**config.mk**
```make
export PLATFORM = sky130hd
export DESIGN_NAME = ikin_front_flat
export DESIGN_NICKNAME = d
export VERILOG_FILES = /design/src/rtl/ikin_pkg.sv /design/src/rtl/ikin_if.sv /design/src/rtl/ikin_front.sv /design/src/flat_wrapper.sv
export SDC_FILE = /design/constraint.sdc
export NUM_CORES = 1
export LEC_CHECK = 0
export BUFFER_PORTS_ARGS = -buffer_cell sky130_fd_sc_hd__buf_4
export CORE_MARGIN = 8
export CORE_UTILIZATION = 52
export CTS_CLUSTER_SIZE = 24
export DETAILED_ROUTE_END_ITERATION = 10
export PLACE_DENSITY = 0.78
export RECOVER_POWER = 25
export SYNTH_ARGS = -nofsm -noshare
export SYNTH_HDL_FRONTEND = slang
export SYNTH_SLANG_ARGS = --single-unit
export TNS_END_PERCENT = 100
```
**constraint.sdc**
```tcl
create_clock -name clock -period 2.8 [get_ports clock]
set_input_delay 0.56 -clock clock [delete_from_list [all_inputs] [get_ports clock]]
set_output_delay 0.56 -clock clock [all_outputs]
set_load 0.005 [all_outputs]
```
**src/rtl/ikin_pkg.sv**
```systemverilog
`timescale 1ns / 1ps
// ----------------------------------------------------------------------------
// ikin_pkg
// Shared widths, codes, types and the CORDIC arctangent table of the
// two-link planar inverse kinematics unit.
// ----------------------------------------------------------------------------
package ikin_pkg;

   localparam int IN_W             = 20;
   localparam int LINK_W           = 19;
   localparam int ANG_W            = 20;
   localparam int STAT_W           = 2;
   localparam int CSR_IDX_W        = 1;
   localparam int CSR_DATA_W       = 19;
   localparam int CORDIC_STEPS_DEF = 18;
   localparam int RAD_W            = 64;
   localparam int ROOT_W           = 32;
   localparam int OPND_W           = 33;
   localparam int CORD_W           = 35;
   localparam int ACC_W            = 34;
   localparam int NUM_W            = 44;
   localparam int HQ_W             = 36;
   localparam int MUL_W            = 32;
   localparam int QUEUE_DEPTH      = 2;
   localparam int ATAN_IDX_W       = 5;

   localparam logic [CSR_IDX_W-1:0] CSR_UPPER = 1'b0;
   localparam logic [CSR_IDX_W-1:0] CSR_LOWER = 1'b1;

   localparam logic [LINK_W-1:0] LINK_RESET = 19'd16384;

   localparam logic signed [ACC_W-1:0] PI_Q30      = 34'sd3373259426;
   localparam logic signed [ACC_W-1:0] HALF_PI_Q30 = 34'sd1686629713;

   typedef enum logic [STAT_W-1:0] {
      STAT_OK     = 2'd0,
      STAT_CLAMP  = 2'd1,
      STAT_ORIGIN = 2'd2
   } status_type;

   typedef enum logic [4:0] {
      S_IDLE, S_MXX, S_MZZ, S_ML11, S_ML22, S_ML12, S_SQL_GO, S_SQL_WAIT,
      S_MLEN, S_CB_GO, S_CB_WAIT, S_AC_SET, S_AC_MUL, S_AC_SQGO, S_AC_SQWAIT,
      S_AC_CGO, S_AC_CWAIT, S_DONE
   } seq_state_type;

   typedef struct packed {
      logic signed [IN_W-1:0] x;
      logic signed [IN_W-1:0] z;
      logic                   origin;
   } q_item_type;

   typedef struct packed {
      logic             start;
      logic [RAD_W-1:0] radicand;
   } sqrt_req_type;

   typedef struct packed {
      logic              done;
      logic [ROOT_W-1:0] root;
   } sqrt_rsp_type;

   typedef struct packed {
      logic                     start;
      logic signed [OPND_W-1:0] y;
      logic signed [OPND_W-1:0] x;
   } cordic_req_type;

   typedef struct packed {
      logic                    done;
      logic signed [ACC_W-1:0] angle;
   } cordic_rsp_type;

   function automatic logic [31:0] atan_q30(input logic [ATAN_IDX_W-1:0] idx);
      logic [31:0] v;
      unique case (idx)
         5'd0:  v = 32'd843314857;
         5'd1:  v = 32'd497837830;
         5'd2:  v = 32'd263043837;
         5'd3:  v = 32'd133525159;
         5'd4:  v = 32'd67021687;
         5'd5:  v = 32'd33543516;
         5'd6:  v = 32'd16775851;
         5'd7:  v = 32'd8388437;
         5'd8:  v = 32'd4194283;
         5'd9:  v = 32'd2097149;
         5'd10: v = 32'd1048576;
         5'd11: v = 32'd524288;
         5'd12: v = 32'd262144;
         5'd13: v = 32'd131072;
         5'd14: v = 32'd65536;
         5'd15: v = 32'd32768;
         5'd16: v = 32'd16384;
         5'd17: v = 32'd8192;
         5'd18: v = 32'd4096;
         5'd19: v = 32'd2048;
         5'd20: v = 32'd1024;
         5'd21: v = 32'd512;
         5'd22: v = 32'd256;
         5'd23: v = 32'd128;
         5'd24: v = 32'd64;
         5'd25: v = 32'd32;
         5'd26: v = 32'd16;
         5'd27: v = 32'd8;
         5'd28: v = 32'd4;
         5'd29: v = 32'd2;
         5'd30: v = 32'd1;
         default: v = 32'd0;
      endcase
      return v;
   endfunction

endpackage

```
**src/rtl/ikin_if.sv**
```systemverilog
`timescale 1ns / 1ps
// ----------------------------------------------------------------------------
// ikin_if
// Valid/ready channels for target words and joint angle words.
// ----------------------------------------------------------------------------
interface ikin_req_if import ikin_pkg::*; ();
   logic                   valid;
   logic                   ready;
   logic signed [IN_W-1:0] target_x;
   logic signed [IN_W-1:0] target_z;
   modport source (output valid, target_x, target_z, input ready);
   modport sink   (input valid, target_x, target_z, output ready);
endinterface


```
**src/rtl/ikin_front.sv**
```systemverilog
`timescale 1ns / 1ps
// ----------------------------------------------------------------------------
// ikin_front
// Accepts target words, flags targets at the origin and queues them.
// ----------------------------------------------------------------------------
module ikin_front import ikin_pkg::*; (
   input  logic        clock,
   input  logic        reset,
   ikin_req_if.sink    req,
   output logic        q_valid,
   output q_item_type  q_item,
   input  logic        q_pop
);
   localparam int PTR_W = $clog2(QUEUE_DEPTH);
   localparam int CNT_W = $clog2(QUEUE_DEPTH + 1);

   q_item_type              mem_ff [QUEUE_DEPTH];
   logic [PTR_W-1:0]        wr_ptr_ff, wr_ptr_in, rd_ptr_ff, rd_ptr_in;
   logic [CNT_W-1:0]        count_ff, count_in;
   logic                    push, pop;
   q_item_type              new_item;

   assign req.ready = (count_ff != CNT_W'(QUEUE_DEPTH));
   assign push      = req.valid & req.ready;
   assign q_valid   = (count_ff != '0);
   assign pop       = q_pop & q_valid;
   assign q_item    = mem_ff[rd_ptr_ff];

   always_comb begin
      new_item.x      = req.target_x;
      new_item.z      = req.target_z;
      new_item.origin = (req.target_x == '0) && (req.target_z == '0);
      wr_ptr_in       = push ? wr_ptr_ff + 1'b1 : wr_ptr_ff;
      rd_ptr_in       = pop ? rd_ptr_ff + 1'b1 : rd_ptr_ff;
      count_in        = count_ff + CNT_W'(push) - CNT_W'(pop);
   end

   always_ff @(posedge clock) begin
      if (reset) begin
         wr_ptr_ff <= '0;
         rd_ptr_ff <= '0;
         count_ff  <= '0;
      end else begin
         wr_ptr_ff <= wr_ptr_in;
         rd_ptr_ff <= rd_ptr_in;
         count_ff  <= count_in;
      end
   end

   always_ff @(posedge clock) begin
      if (push) begin
         mem_ff[wr_ptr_ff] <= new_item;
      end
   end

endmodule

```
**src/flat_wrapper.sv**
```systemverilog
// flat-port wrapper written by rule: the top's interface ports become plain ports
module ikin_front_flat import ikin_pkg::*;
  (clock, reset, q_valid, q_item, q_pop, req_valid, req_target_x, req_target_z, req_ready);
  ikin_req_if req_i ();
  input  logic clock;
  input  logic reset;
  output logic q_valid;
  output q_item_type q_item;
  input  logic q_pop;
  input wire logic [$bits(req_i.valid)-1:0] req_valid;
  input wire logic [$bits(req_i.target_x)-1:0] req_target_x;
  input wire logic [$bits(req_i.target_z)-1:0] req_target_z;
  output wire logic [$bits(req_i.ready)-1:0] req_ready;
  assign req_i.valid = req_valid;
  assign req_i.target_x = req_target_x;
  assign req_i.target_z = req_target_z;
  assign req_ready = req_i.ready;
  ikin_front u_core (.clock(clock), .reset(reset), .req(req_i), .q_valid(q_valid), .q_item(q_item), .q_pop(q_pop));
endmodule
```
==> results.md, run 1 <==
- Result of the run: completed
- Number of nets at the end of the flow: 310
- Total of endpoints with negative setup slack in the final report: 0
- Clock Power Share: 0.245
- Post-CTS setup buffer count: 0
- Starting utilization of the core area: 0.541
- Multiplexer share of the synthesized area: 0.176
- Data arrival time of the critical path: about 1500 ps
- Io pins: between 80 and 90
- Routed length on met1: 2510 um
- H-tree depth: 3
- Part of the total power dissipated in sequential elements: 0.454
- Area Growth Syn to Fin: 24.5%
- Worst clock skew on the final layout: about 11 ps
- YS warnings: 0
- Hold buffer count at CTS: 0
- Max capacitance violation total: 0
- Net Sw Power: about 920 uW
- Fraction of power spent switching nets: 0.247
- CTS clock-pin slew for the worst setup and hold paths: 80 ps
- Final count of hold timing violations: 0
- Worst reg2reg startpoint: u_core.count_ff[1]
- Global-route wire length before repair: ~10000 um
- Port bufs: 86
- FF-to-FF path depth: 4
- Hpwl dp: roughly 4800 um
- Routability cong.: around 0.7
- Synthesized area per cell: 20.7 um2
- Type of the tightest min-delay check: in -> reg
- Via count of the first global-routing pass: 1982
- End of the worst register-to-register path: u_core.mem_ff[0][10]
- Floorplan row count: 29
- Initial antenna violation count: 0
- Sequential fraction of the synthesis area: 0.738
- Synthesized Nets: approximately 210
- Number of clock buffers inserted by TritonCTS: 9
- Total inserted antenna cells: 0
- Non-Filler Instances: about 350
- RSZ-0062 raised after global routing: false
- XOR/XNOR share of the synthesized area: 0.00505
- Tightest Pin Transition: 680 ps
- Total power divided by cell area: around 860 nW/um2
- Setup Crit Path Kind: reg -> out
- Number of stages on the worst hold path: 1
- DRT antenna net count: 0
- Accumulated negative setup slack: 0 ps
- Die Span X: 97.7 um
- Commonest non-fill, non-tap cells in the layout: edfxtp_1, buf_4, mux2_4
- Internal power: 2800 uW
- Initial drt markers: 76
- Endpoint class of the critical path: primary output
- Final count of pins violating max slew: 0
- Pre-antenna DRT Iters: 4
- Number of distinct library cells after synthesis: 25
- Post-detailed-route DRC marker count: 0
- Period utilization: 0.739
- Post-CTS Resized: 0
- Leading cell type in the layout, fill and taps excluded: edfxtp_1
- Comb power frac: 0.300
- Peak supply drop: just over 0.0005 V
- Per-cell routed wire length: approximately 19 um
- Met2 wire len: 3570 um
- GR Overflow Total: 0
- Vias after detailed routing: between 1500 and 2000
- Final hold slack: around 420 ps
- Critical path launch point type: flop
- Post-Route WL: about 6500 um
- Setup slack, reg-to-reg: 940 ps
- Clk sinks: between 80 and 90
- Routed via count divided by cell count: roughly 5.2
- CTS tree: built
- Area of the core: 6420 um2
- Overall fraction of global-route tracks in use: 0.139
- Combinational family with the most area after synthesis: multiplexers
- Fraction of layout cells with a size suffix above 1: 0.461
- Complex-gate fraction of the synthesized area: 0.00685
- Met3 wire length: ~350 um
- Worst rel slew slack: 0.544
- Time the final worst path needs with I/O delays and setup: just over 2000 ps
- Area enclosed by the die boundary: between 9000 and 10000 um2
- CTS Root Cell: clkbuf_8
- CP max FO: 21
- Maximum clock rate: 484 MHz
- Largest net degree at the start of global routing: 26
- Number of register bits inferred by synthesis: 87
- Area fraction in and, or, nand and nor cells after synthesis: 0.0472
- Topmost layer with routed signal wires: met4
- Worst Hold Endpoint: u_core.mem_ff[1][40]
- Netlist Area Pre-Place: roughly 3500 um2
- Worst hold path startpoint: req_target_x[19]
- Worst path required time: ~2200 ps
- Cell leakage power: around 0.0016 uW
- Post-synthesis cell count: around 170
- Placed Instances: 330
- Height of the die: 97.7 um
- Clock latency at the later pin of the worst-skew pair: about 340 ps
- Maximum number of buffers from clock root to sink: 2
- Post-Synth Adder-Cell Area: 0.00721
==> kinds of logic after synthesis <==
family          Yosys count
compound gates            3
xor+xnor                  2
fa+ha+maj                 2
buf+inv                   8
flops                    87
mux                      41
simple gates             25
==> registers in the layout (all words and copies together) (netlist names), named ones only <==
register and cells:
u_core.rd_ptr_ff 1, u_core.count_ff 2, u_core.wr_ptr_ff 1, u_core.mem_ff 82
==> per-layer routing <==
metal | vias up | track usage
met5 | - | 0
met4 | 0 | 0.0612
met3 | 4 | 0.0394
met2 | 44 | 0.242
met1 | 897 | 0.153
li1 | 857 | -
==> critical path: stages (launching register included) <==
cell     delay, ps
dfxtp_2        330
buf_4          360
mux2_4         340
buf_4          140
==> area by class of cell <==
| class | count | area (um2) |
|---|---|---|
| flip-flops and latches | 87 | 2560 |
| fillers | 500 | 2100 |
| multi-input cells | 73 | 843 |
| repair buffers | 90 | 596 |
| clock buffers | 10 | 128 |
| well taps | 77 | 96.3 |
| clock inverters | 6 | 85.1 |
| inverters | 3 | 11.3 |
==> power groups by stage <==
stage               logic [uW]  registers (uW)  clock network (uW)
floorplan                  686            1710                   0
global placement          1140            1710                   0
detailed placement        1150            1720                   0
CTS                       1160            1690                 932
global route              1210            1710                 977
finish                    1120            1690                 911
==> per-stage QoR <==
step	utilization	instance area (um2)	setup WS [ps]	power, uW
5_1_grt	0.673	4320	665	3890
3_5_place_dp	0.656	4220	769	2880
2_1_floorplan	-	3470	801	2390
6_report	0.673	4320	732	3720
4_1_cts	0.689	4430	702	3780
3_3_place_gp	0.656	4220	794	2850
==> synth_stat cells <==
library cell / count / share of area
edfxtp_1: 82 / 0.71
mux2_4: 40 / 0.17
nor4_1: 9 / 0.016
buf_6: 5 / 0.016
dfxtp_1: 5 / 0.029
inv_1: 3 / 0.0032
nor2_1: 3 / 0.0032
and2_1: 2 / 0.0036
ha_1: 2 / 0.0072
nand4_1: 2 / 0.0036
a21bo_1: 1 / 0.0029
a21oi_1: 1 / 0.0014
and3_1: 1 / 0.0018
mux2_2: 1 / 0.0032
nand2_1: 1 / 0.0011
nand2b_4: 1 / 0.0040
nand3b_1: 1 / 0.0022
nor2b_1: 1 / 0.0018
nor3_1: 1 / 0.0014
nor3_2: 1 / 0.0029
nor4_2: 1 / 0.0036
o21a_2: 1 / 0.0025
or2_2: 1 / 0.0018
xnor2_1: 1 / 0.0025
xor2_1: 1 / 0.0025
==> worst max-delay path by stage <==
| stage | to | slack, ps | depth (start not counted) |
|---|---|---|---|
| 2_1_floorplan | u_core.mem_ff[1][0] | 800 | 1 |
| 3_3_place_gp | u_core.mem_ff[0][11] | 790 | 4 |
| 3_5_place_dp | u_core.mem_ff[0][11] | 770 | 4 |
| 4_1_cts | q_item[38] | 700 | 3 |
| 5_1_grt | q_item[38] | 670 | 3 |
| 6_report | q_item[3] | 730 | 3 |
Power figures use the tool's default switching activity.
==> inputs of run 2 (changes only) <==
CORE_UTILIZATION = 47   (was 52)
PLACE_DENSITY = 0.75   (was 0.78)
clock period = 1.9 ns   (was 2.8 ns; I/O delays follow)
==> run 2 against run 1 <==
Critical endpoint is now q_item[30]. First-iteration DRC count shrank 11%. Clock power is 30% higher. Worst setup slack worse by 620 ps. Combinational power increased by 49%. Non-clock buffer count up 2. Flip-flop and latch count is the same.
==> results.md, run 2 (synthesized netlist as in run 1, its figures left out) <==
- Floorplan row count: 31
- Biggest regs: u_core.mem_ff: 82 flops, u_core.count_ff: 2 flops
- Total of fill cells in the finished design: about 600
- Worst rel slew slack: 0.720
- Maximum clock rate: 560 MHz
- Setup Crit Path Kind: reg -> out
- Global-route wire length before repair: roughly 10000 um
- Worst path required time: roughly 1500 ps
- Area Growth Syn to Fin: 24.6%
- Overall fraction of global-route tracks in use: 0.130
- Clock Power Share: 0.221
- Routed via count divided by cell count: ~4.9
- End of the worst register-to-register path: u_core.count_ff[1]
- CP max FO: 23
- Fraction of layout cells with a size suffix above 1: 0.454
- Worst clock skew on the final layout: about 7.1 ps
- Clk sinks: 87
- CTS tree: built
- FF-to-FF path depth: 7
- Multi-input logic area: between 800 and 900 um2
- GR Overflow Total: 0
- Result of the run: completed
- Critical path launch point type: flop
- Part of the total power dissipated in sequential elements: 0.467
- Internal power: approximately 4000 uW
- Io pins: 87
- Final count of pins violating max slew: 0
- Time the final worst path needs with I/O delays and setup: 1790 ps
- Hold buffer count at CTS: 0
- Post-Route WL: between 6000 and 7000 um
- Accumulated negative setup slack: 0 ps
- Starting utilization of the core area: 0.481
- RSZ-0062 raised after global routing: false
- DRT antenna net count: 0
- Port bufs: 86
- Die Span X: around 100 um
- Comb power frac: 0.313
- CTS Root Cell: clkbuf_8
- Total inserted antenna cells: 0
- Area enclosed by the die boundary: slightly above 10000 um2
- Initial antenna violation count: 0
- Setup slack, reg-to-reg: 310 ps
- Number of nets at the end of the flow: between 300 and 400
- Leading cell type in the layout, fill and taps excluded: edfxtp_1
- Routability cong.: 0.703
- Pre-antenna DRT Iters: 4
- Height of the die: between 100 and 150 um
- Max capacitance violation total: 0
- Area of the core: just over 7000 um2
- Number of buffer and inverter stages on the critical path: 2
- Fraction of power spent switching nets: 0.249
- Flip-flop count of the largest register after layout: 82
- Endpoint class of the critical path: primary output
- Tightest Pin Transition: 416 ps
- Non-Filler Cell Area, Final: about 4300 um2
- Final standard cell utilization of the core: 0.600
- Number of stages on the worst hold path: 2
- Initial drt markers: 68
- Peak supply drop: between 0.0006 and 0.0007 V
- Series of cell instances along the critical path: buf_12 -> mux2_4 -> buf_4
- Worst hold path startpoint: reset
- Period utilization: 0.940
- Data arrival time of the critical path: approximately 1400 ps
- Clock latency at the later pin of the worst-skew pair: ~340 ps
- CTS clock-pin slew for the worst setup and hold paths: 70 ps
- Largest net degree at the start of global routing: 24
- Post-Place Setup Slack: 273 ps
- Final count of hold timing violations: 0
- Hpwl dp: approximately 4700 um
- Maximum number of buffers from clock root to sink: 2
- Cell with the biggest individual delay on the critical path: dfxtp_2
- Worst reg2reg startpoint: u_core.count_ff[1]
- Net Sw Power: around 1300 uW
- Cell leakage power: 0.00162 uW
- Total power divided by cell area: about 1200 nW/um2
- Type of the tightest min-delay check: in -> reg
- H-tree depth: 3
- Register area: approximately 2600 um2
- Vias after detailed routing: about 1800
- Post-detailed-route DRC marker count: 0
- Post-CTS setup buffer count: 0
- Register bank with the most flops: u_core.mem_ff
- Standard cell area after detailed placement: around 4300 um2
- Number of clock buffers inserted by TritonCTS: 9
- Commonest non-fill, non-tap cells in the layout: edfxtp_1, buf_4, mux2_4
- Post-CTS Resized: 0
- Total of endpoints with negative setup slack in the final report: 0
- Dominant delay contributor by cell family on the critical path: flip-flops
- Via count of the first global-routing pass: 1981
- Crit-path max cell delay: approximately 380 ps
- Per-cell routed wire length: 17.4 um
- Final critical-path setup slack: between 100 and 150 ps
-- run 2: through the flow --
step	hold slack, ps	instances	power (uW)
after global placement	509	354	4240
final	240	370	5340
after floorplan	449	168	3520
after detailed placement	501	354	4280
after global routing	219	370	5620
after CTS	212	370	5460
-- run 2: how the worst max path moves through the flow --
stage                  startpoint                  end  slack, ps  depth (start not counted)
2_1_floorplan  u_core.count_ff[0]  u_core.mem_ff[0][0]        110                          3
3_3_place_gp                q_pop   u_core.count_ff[1]        350                          8
3_5_place_dp                q_pop   u_core.count_ff[1]        270                          8
4_1_cts                      flop           q_item[32]         80                          3
5_1_grt                      flop           q_item[38]         50                          3
6_report                     flop           q_item[30]        110                          3
-- run 2: cell type report --
class                   count  area share
well taps                  99      0.0286
inverters                   3     0.00260
clock inverters             6      0.0119
multi-input cells          73       0.195
clock buffers              10      0.0295
repair buffers             92       0.140
flip-flops and latches     87       0.592
-- run 2: power groups by stage --
stage                     Clock [uW]  Sequential (uW)  Combinational (uW)
after floorplan                    0             2510                1010
after global placement             0             2520                1720
after detailed placement           0             2540                1740
after CTS                       1220             2490                1740
after global routing            1310             2520                1800
final                           1180             2490                1670
-- run 2: worst reg2reg max path: stages (launching register included) --
cell	delay [ps]
dfxtp_1	360
o21a_2	250
ha_1	270
inv_1	40
ha_1	180
xor2_1	150
and2_1	160
nor3_1	120
-- run 2: metal layers --
layer,up-vias,part of all wire,GRT usage
met4,0,0.017,0.0621
met1,895,0.41,0.148
met2,53,0.51,0.219
met3,11,0.060,0.0388
met5,-,0,0
li1,857,-,-
==> inputs of run 3 (changes only) <==
CORE_UTILIZATION = 56   (was 47)
PLACE_DENSITY = 0.83   (was 0.75)
clock period = 2.18 ns   (was 1.9 ns; I/O delays follow)
==> run 3 against run 2 <==
Clock power fell by 13%. Worst setup slack improved by 180 ps. Non-clock buffer count fell by 1. Largest cell class unchanged. Highest routed layer unchanged. Final cell count fell by 6.8%. Critical path type unchanged. Critical path depth did not move. Utilization rose by 12 points.
==> results.md, run 3 (synthesized netlist as in run 1, its figures left out) <==
- Result of the run: completed
- Worst hold path startpoint: reset
- Final count of hold timing violations: 0
- Commonest non-fill, non-tap cells in the layout: edfxtp_1, buf_4, mux2_4
- Total power divided by cell area: ~1100 nW/um2
- Clk sinks: 87
- Final count of pins violating max slew: 0
- CP max FO: 25
- Clock latency at the later pin of the worst-skew pair: around 340 ps
- CTS Root Cell: clkbuf_8
- Type of the tightest min-delay check: in -> reg
- Pre-antenna DRT Iters: 4
- Maximum number of buffers from clock root to sink: 2
- CTS tree: built
- H-tree depth: 3
- Non-Filler Cell Area, Final: 4310 um2
- Data arrival time of the critical path: between 1000 and 1500 ps
- Maximum clock rate: approximately 530 MHz
- Area Growth Syn to Fin: 24.1%
- Setup slack, reg-to-reg: ~600 ps
- Leading cell type in the layout, fill and taps excluded: edfxtp_1
- GR Overflow Total: 0
- Number of nets at the end of the flow: around 310
- Overall fraction of global-route tracks in use: 0.148
- FF-to-FF path depth: 7
- Area of the core: 5960 um2
- Peak supply drop: 0.000732 V
- Via count of the first global-routing pass: a little under 2000
- Hold buffer count at CTS: 0
- Post-route total power: 4680 uW
- Post-detailed-route DRC marker count: 0
- End of the worst register-to-register path: u_core.count_ff[1]
- Post-Route WL: 6540 um
- Total of endpoints with negative setup slack in the final report: 0
- CTS clock-pin slew for the worst setup and hold paths: approximately 80 ps
- Routed via count divided by cell count: 5.28
- Standard cell area after detailed placement: approximately 4200 um2
- Io pins: between 80 and 90
- Cell leakage power: between 0.0015 and 0.002 uW
- Worst Hold Endpoint: u_core.rd_ptr_ff
- Setup Crit Path Kind: reg -> out
- Flip-flop count of the largest register after layout: 82
- Starting utilization of the core area: 0.583
- Biggest regs: u_core.mem_ff: 82 flops, u_core.count_ff: 2 flops
- Fraction of layout cells with a size suffix above 1: 0.459
- Die Span X: around 95 um
- Period utilization: 0.864
- Critical path launch point type: flop
- Post-CTS setup buffer count: 0
- Worst path required time: around 1700 ps
- Total of fill cells in the finished design: 408
- RSZ-0062 raised after global routing: false
- Time the final worst path needs with I/O delays and setup: 1880 ps
- Global-route wire length before repair: around 9900 um
- Initial drt markers: approximately 60
- Height of the die: between 90 and 100 um
- Largest net degree at the start of global routing: 42
- Final critical-path setup slack: ~300 ps
- Register bank with the most flops: u_core.mem_ff
- Initial antenna violation count: 0
- Total inserted antenna cells: 0
- Worst clock skew on the final layout: roughly 6.7 ps
- Area enclosed by the die boundary: 8980 um2
- DRT antenna net count: 0
- Number of stages on the worst hold path: 2
- Max capacitance violation total: 0
- Number of clock buffers inserted by TritonCTS: 9
- Worst reg2reg startpoint: u_core.count_ff[1]
- Vias after detailed routing: 1820
- Endpoint class of the critical path: primary output
- Worst rel slew slack: 0.654
- Tightest Pin Transition: ~510 ps
- Accumulated negative setup slack: 0 ps
- Post-CTS Resized: 0
- Per-cell routed wire length: ~19 um
- Port bufs: 86
- Post-Place Setup Slack: 523 ps
- Routability cong.: approximately 0.7
- Hpwl dp: roughly 4800 um
- Floorplan row count: 28
==> run 3: changes by cell type in the layout (fill, tap and decap cells not counted) <==
| cell | change |
|---|---|
| clkbuf_4 | +1 |
| buf_4 | -1 |
| buf_12 | +1 |
| clkinv_1 | -1 |
| inv_1 | +1 |
| clkbuf_1 | -2 |
==> run 3: where the power goes <==
group | switching [uW] | leakage [uW] | internal, uW
combinational | 583 | 0.000727 | 885
sequential | 82.4 | 0.000807 | 2100
clock | 513 | 0.0000925 | 515
total | 1180 | 0.00163 | 3500
==> run 3: worst max path at each step <==
stage | from | end | slack (ps) | cells after the start
finish | flop | q_item[38] | 300 | 3
global route | flop | q_item[38] | 240 | 3
CTS | flop | q_item[38] | 280 | 3
detailed placement | q_pop | u_core.count_ff[1] | 520 | 8
global placement | q_pop | u_core.count_ff[1] | 570 | 8
floorplan | u_core.count_ff[0] | u_core.mem_ff[1][0] | 250 | 2
==> run 3: layout make-up <==
cell class              count  area, um2  share of cell area
well taps                  75       93.8              0.0218
flip-flops and latches     87       2560               0.595
repair buffers             91        619               0.144
inverters                   3       11.3             0.00261
clock buffers              10        128              0.0296
clock inverters             6       51.3              0.0119
multi-input cells          73        843               0.196
==> run 3: metal layers <==
metal	global-route usage	up-vias	wire length [um]
met4	0.0663	0	102
met3	0.0405	10	400
met1	0.164	904	2510
li1	-	858	-
met2	0.260	48	3530
met5	0	-	0
==> run 3: critical path, stage by stage, from the launching register on <==
cell and delay, ps:
dfxtp_2 380, buf_12 230, mux2_2 360, buf_4 140
==> run 3: through the flow <==
step / instances / utilization / hold WS [ps]
2_1_floorplan: 168 / - / 480
3_3_place_gp: 329 / 0.711 / 537
3_5_place_dp: 329 / 0.711 / 543
4_1_cts: 345 / 0.741 / 273
5_1_grt: 345 / 0.724 / 280
6_report: 345 / 0.724 / 285
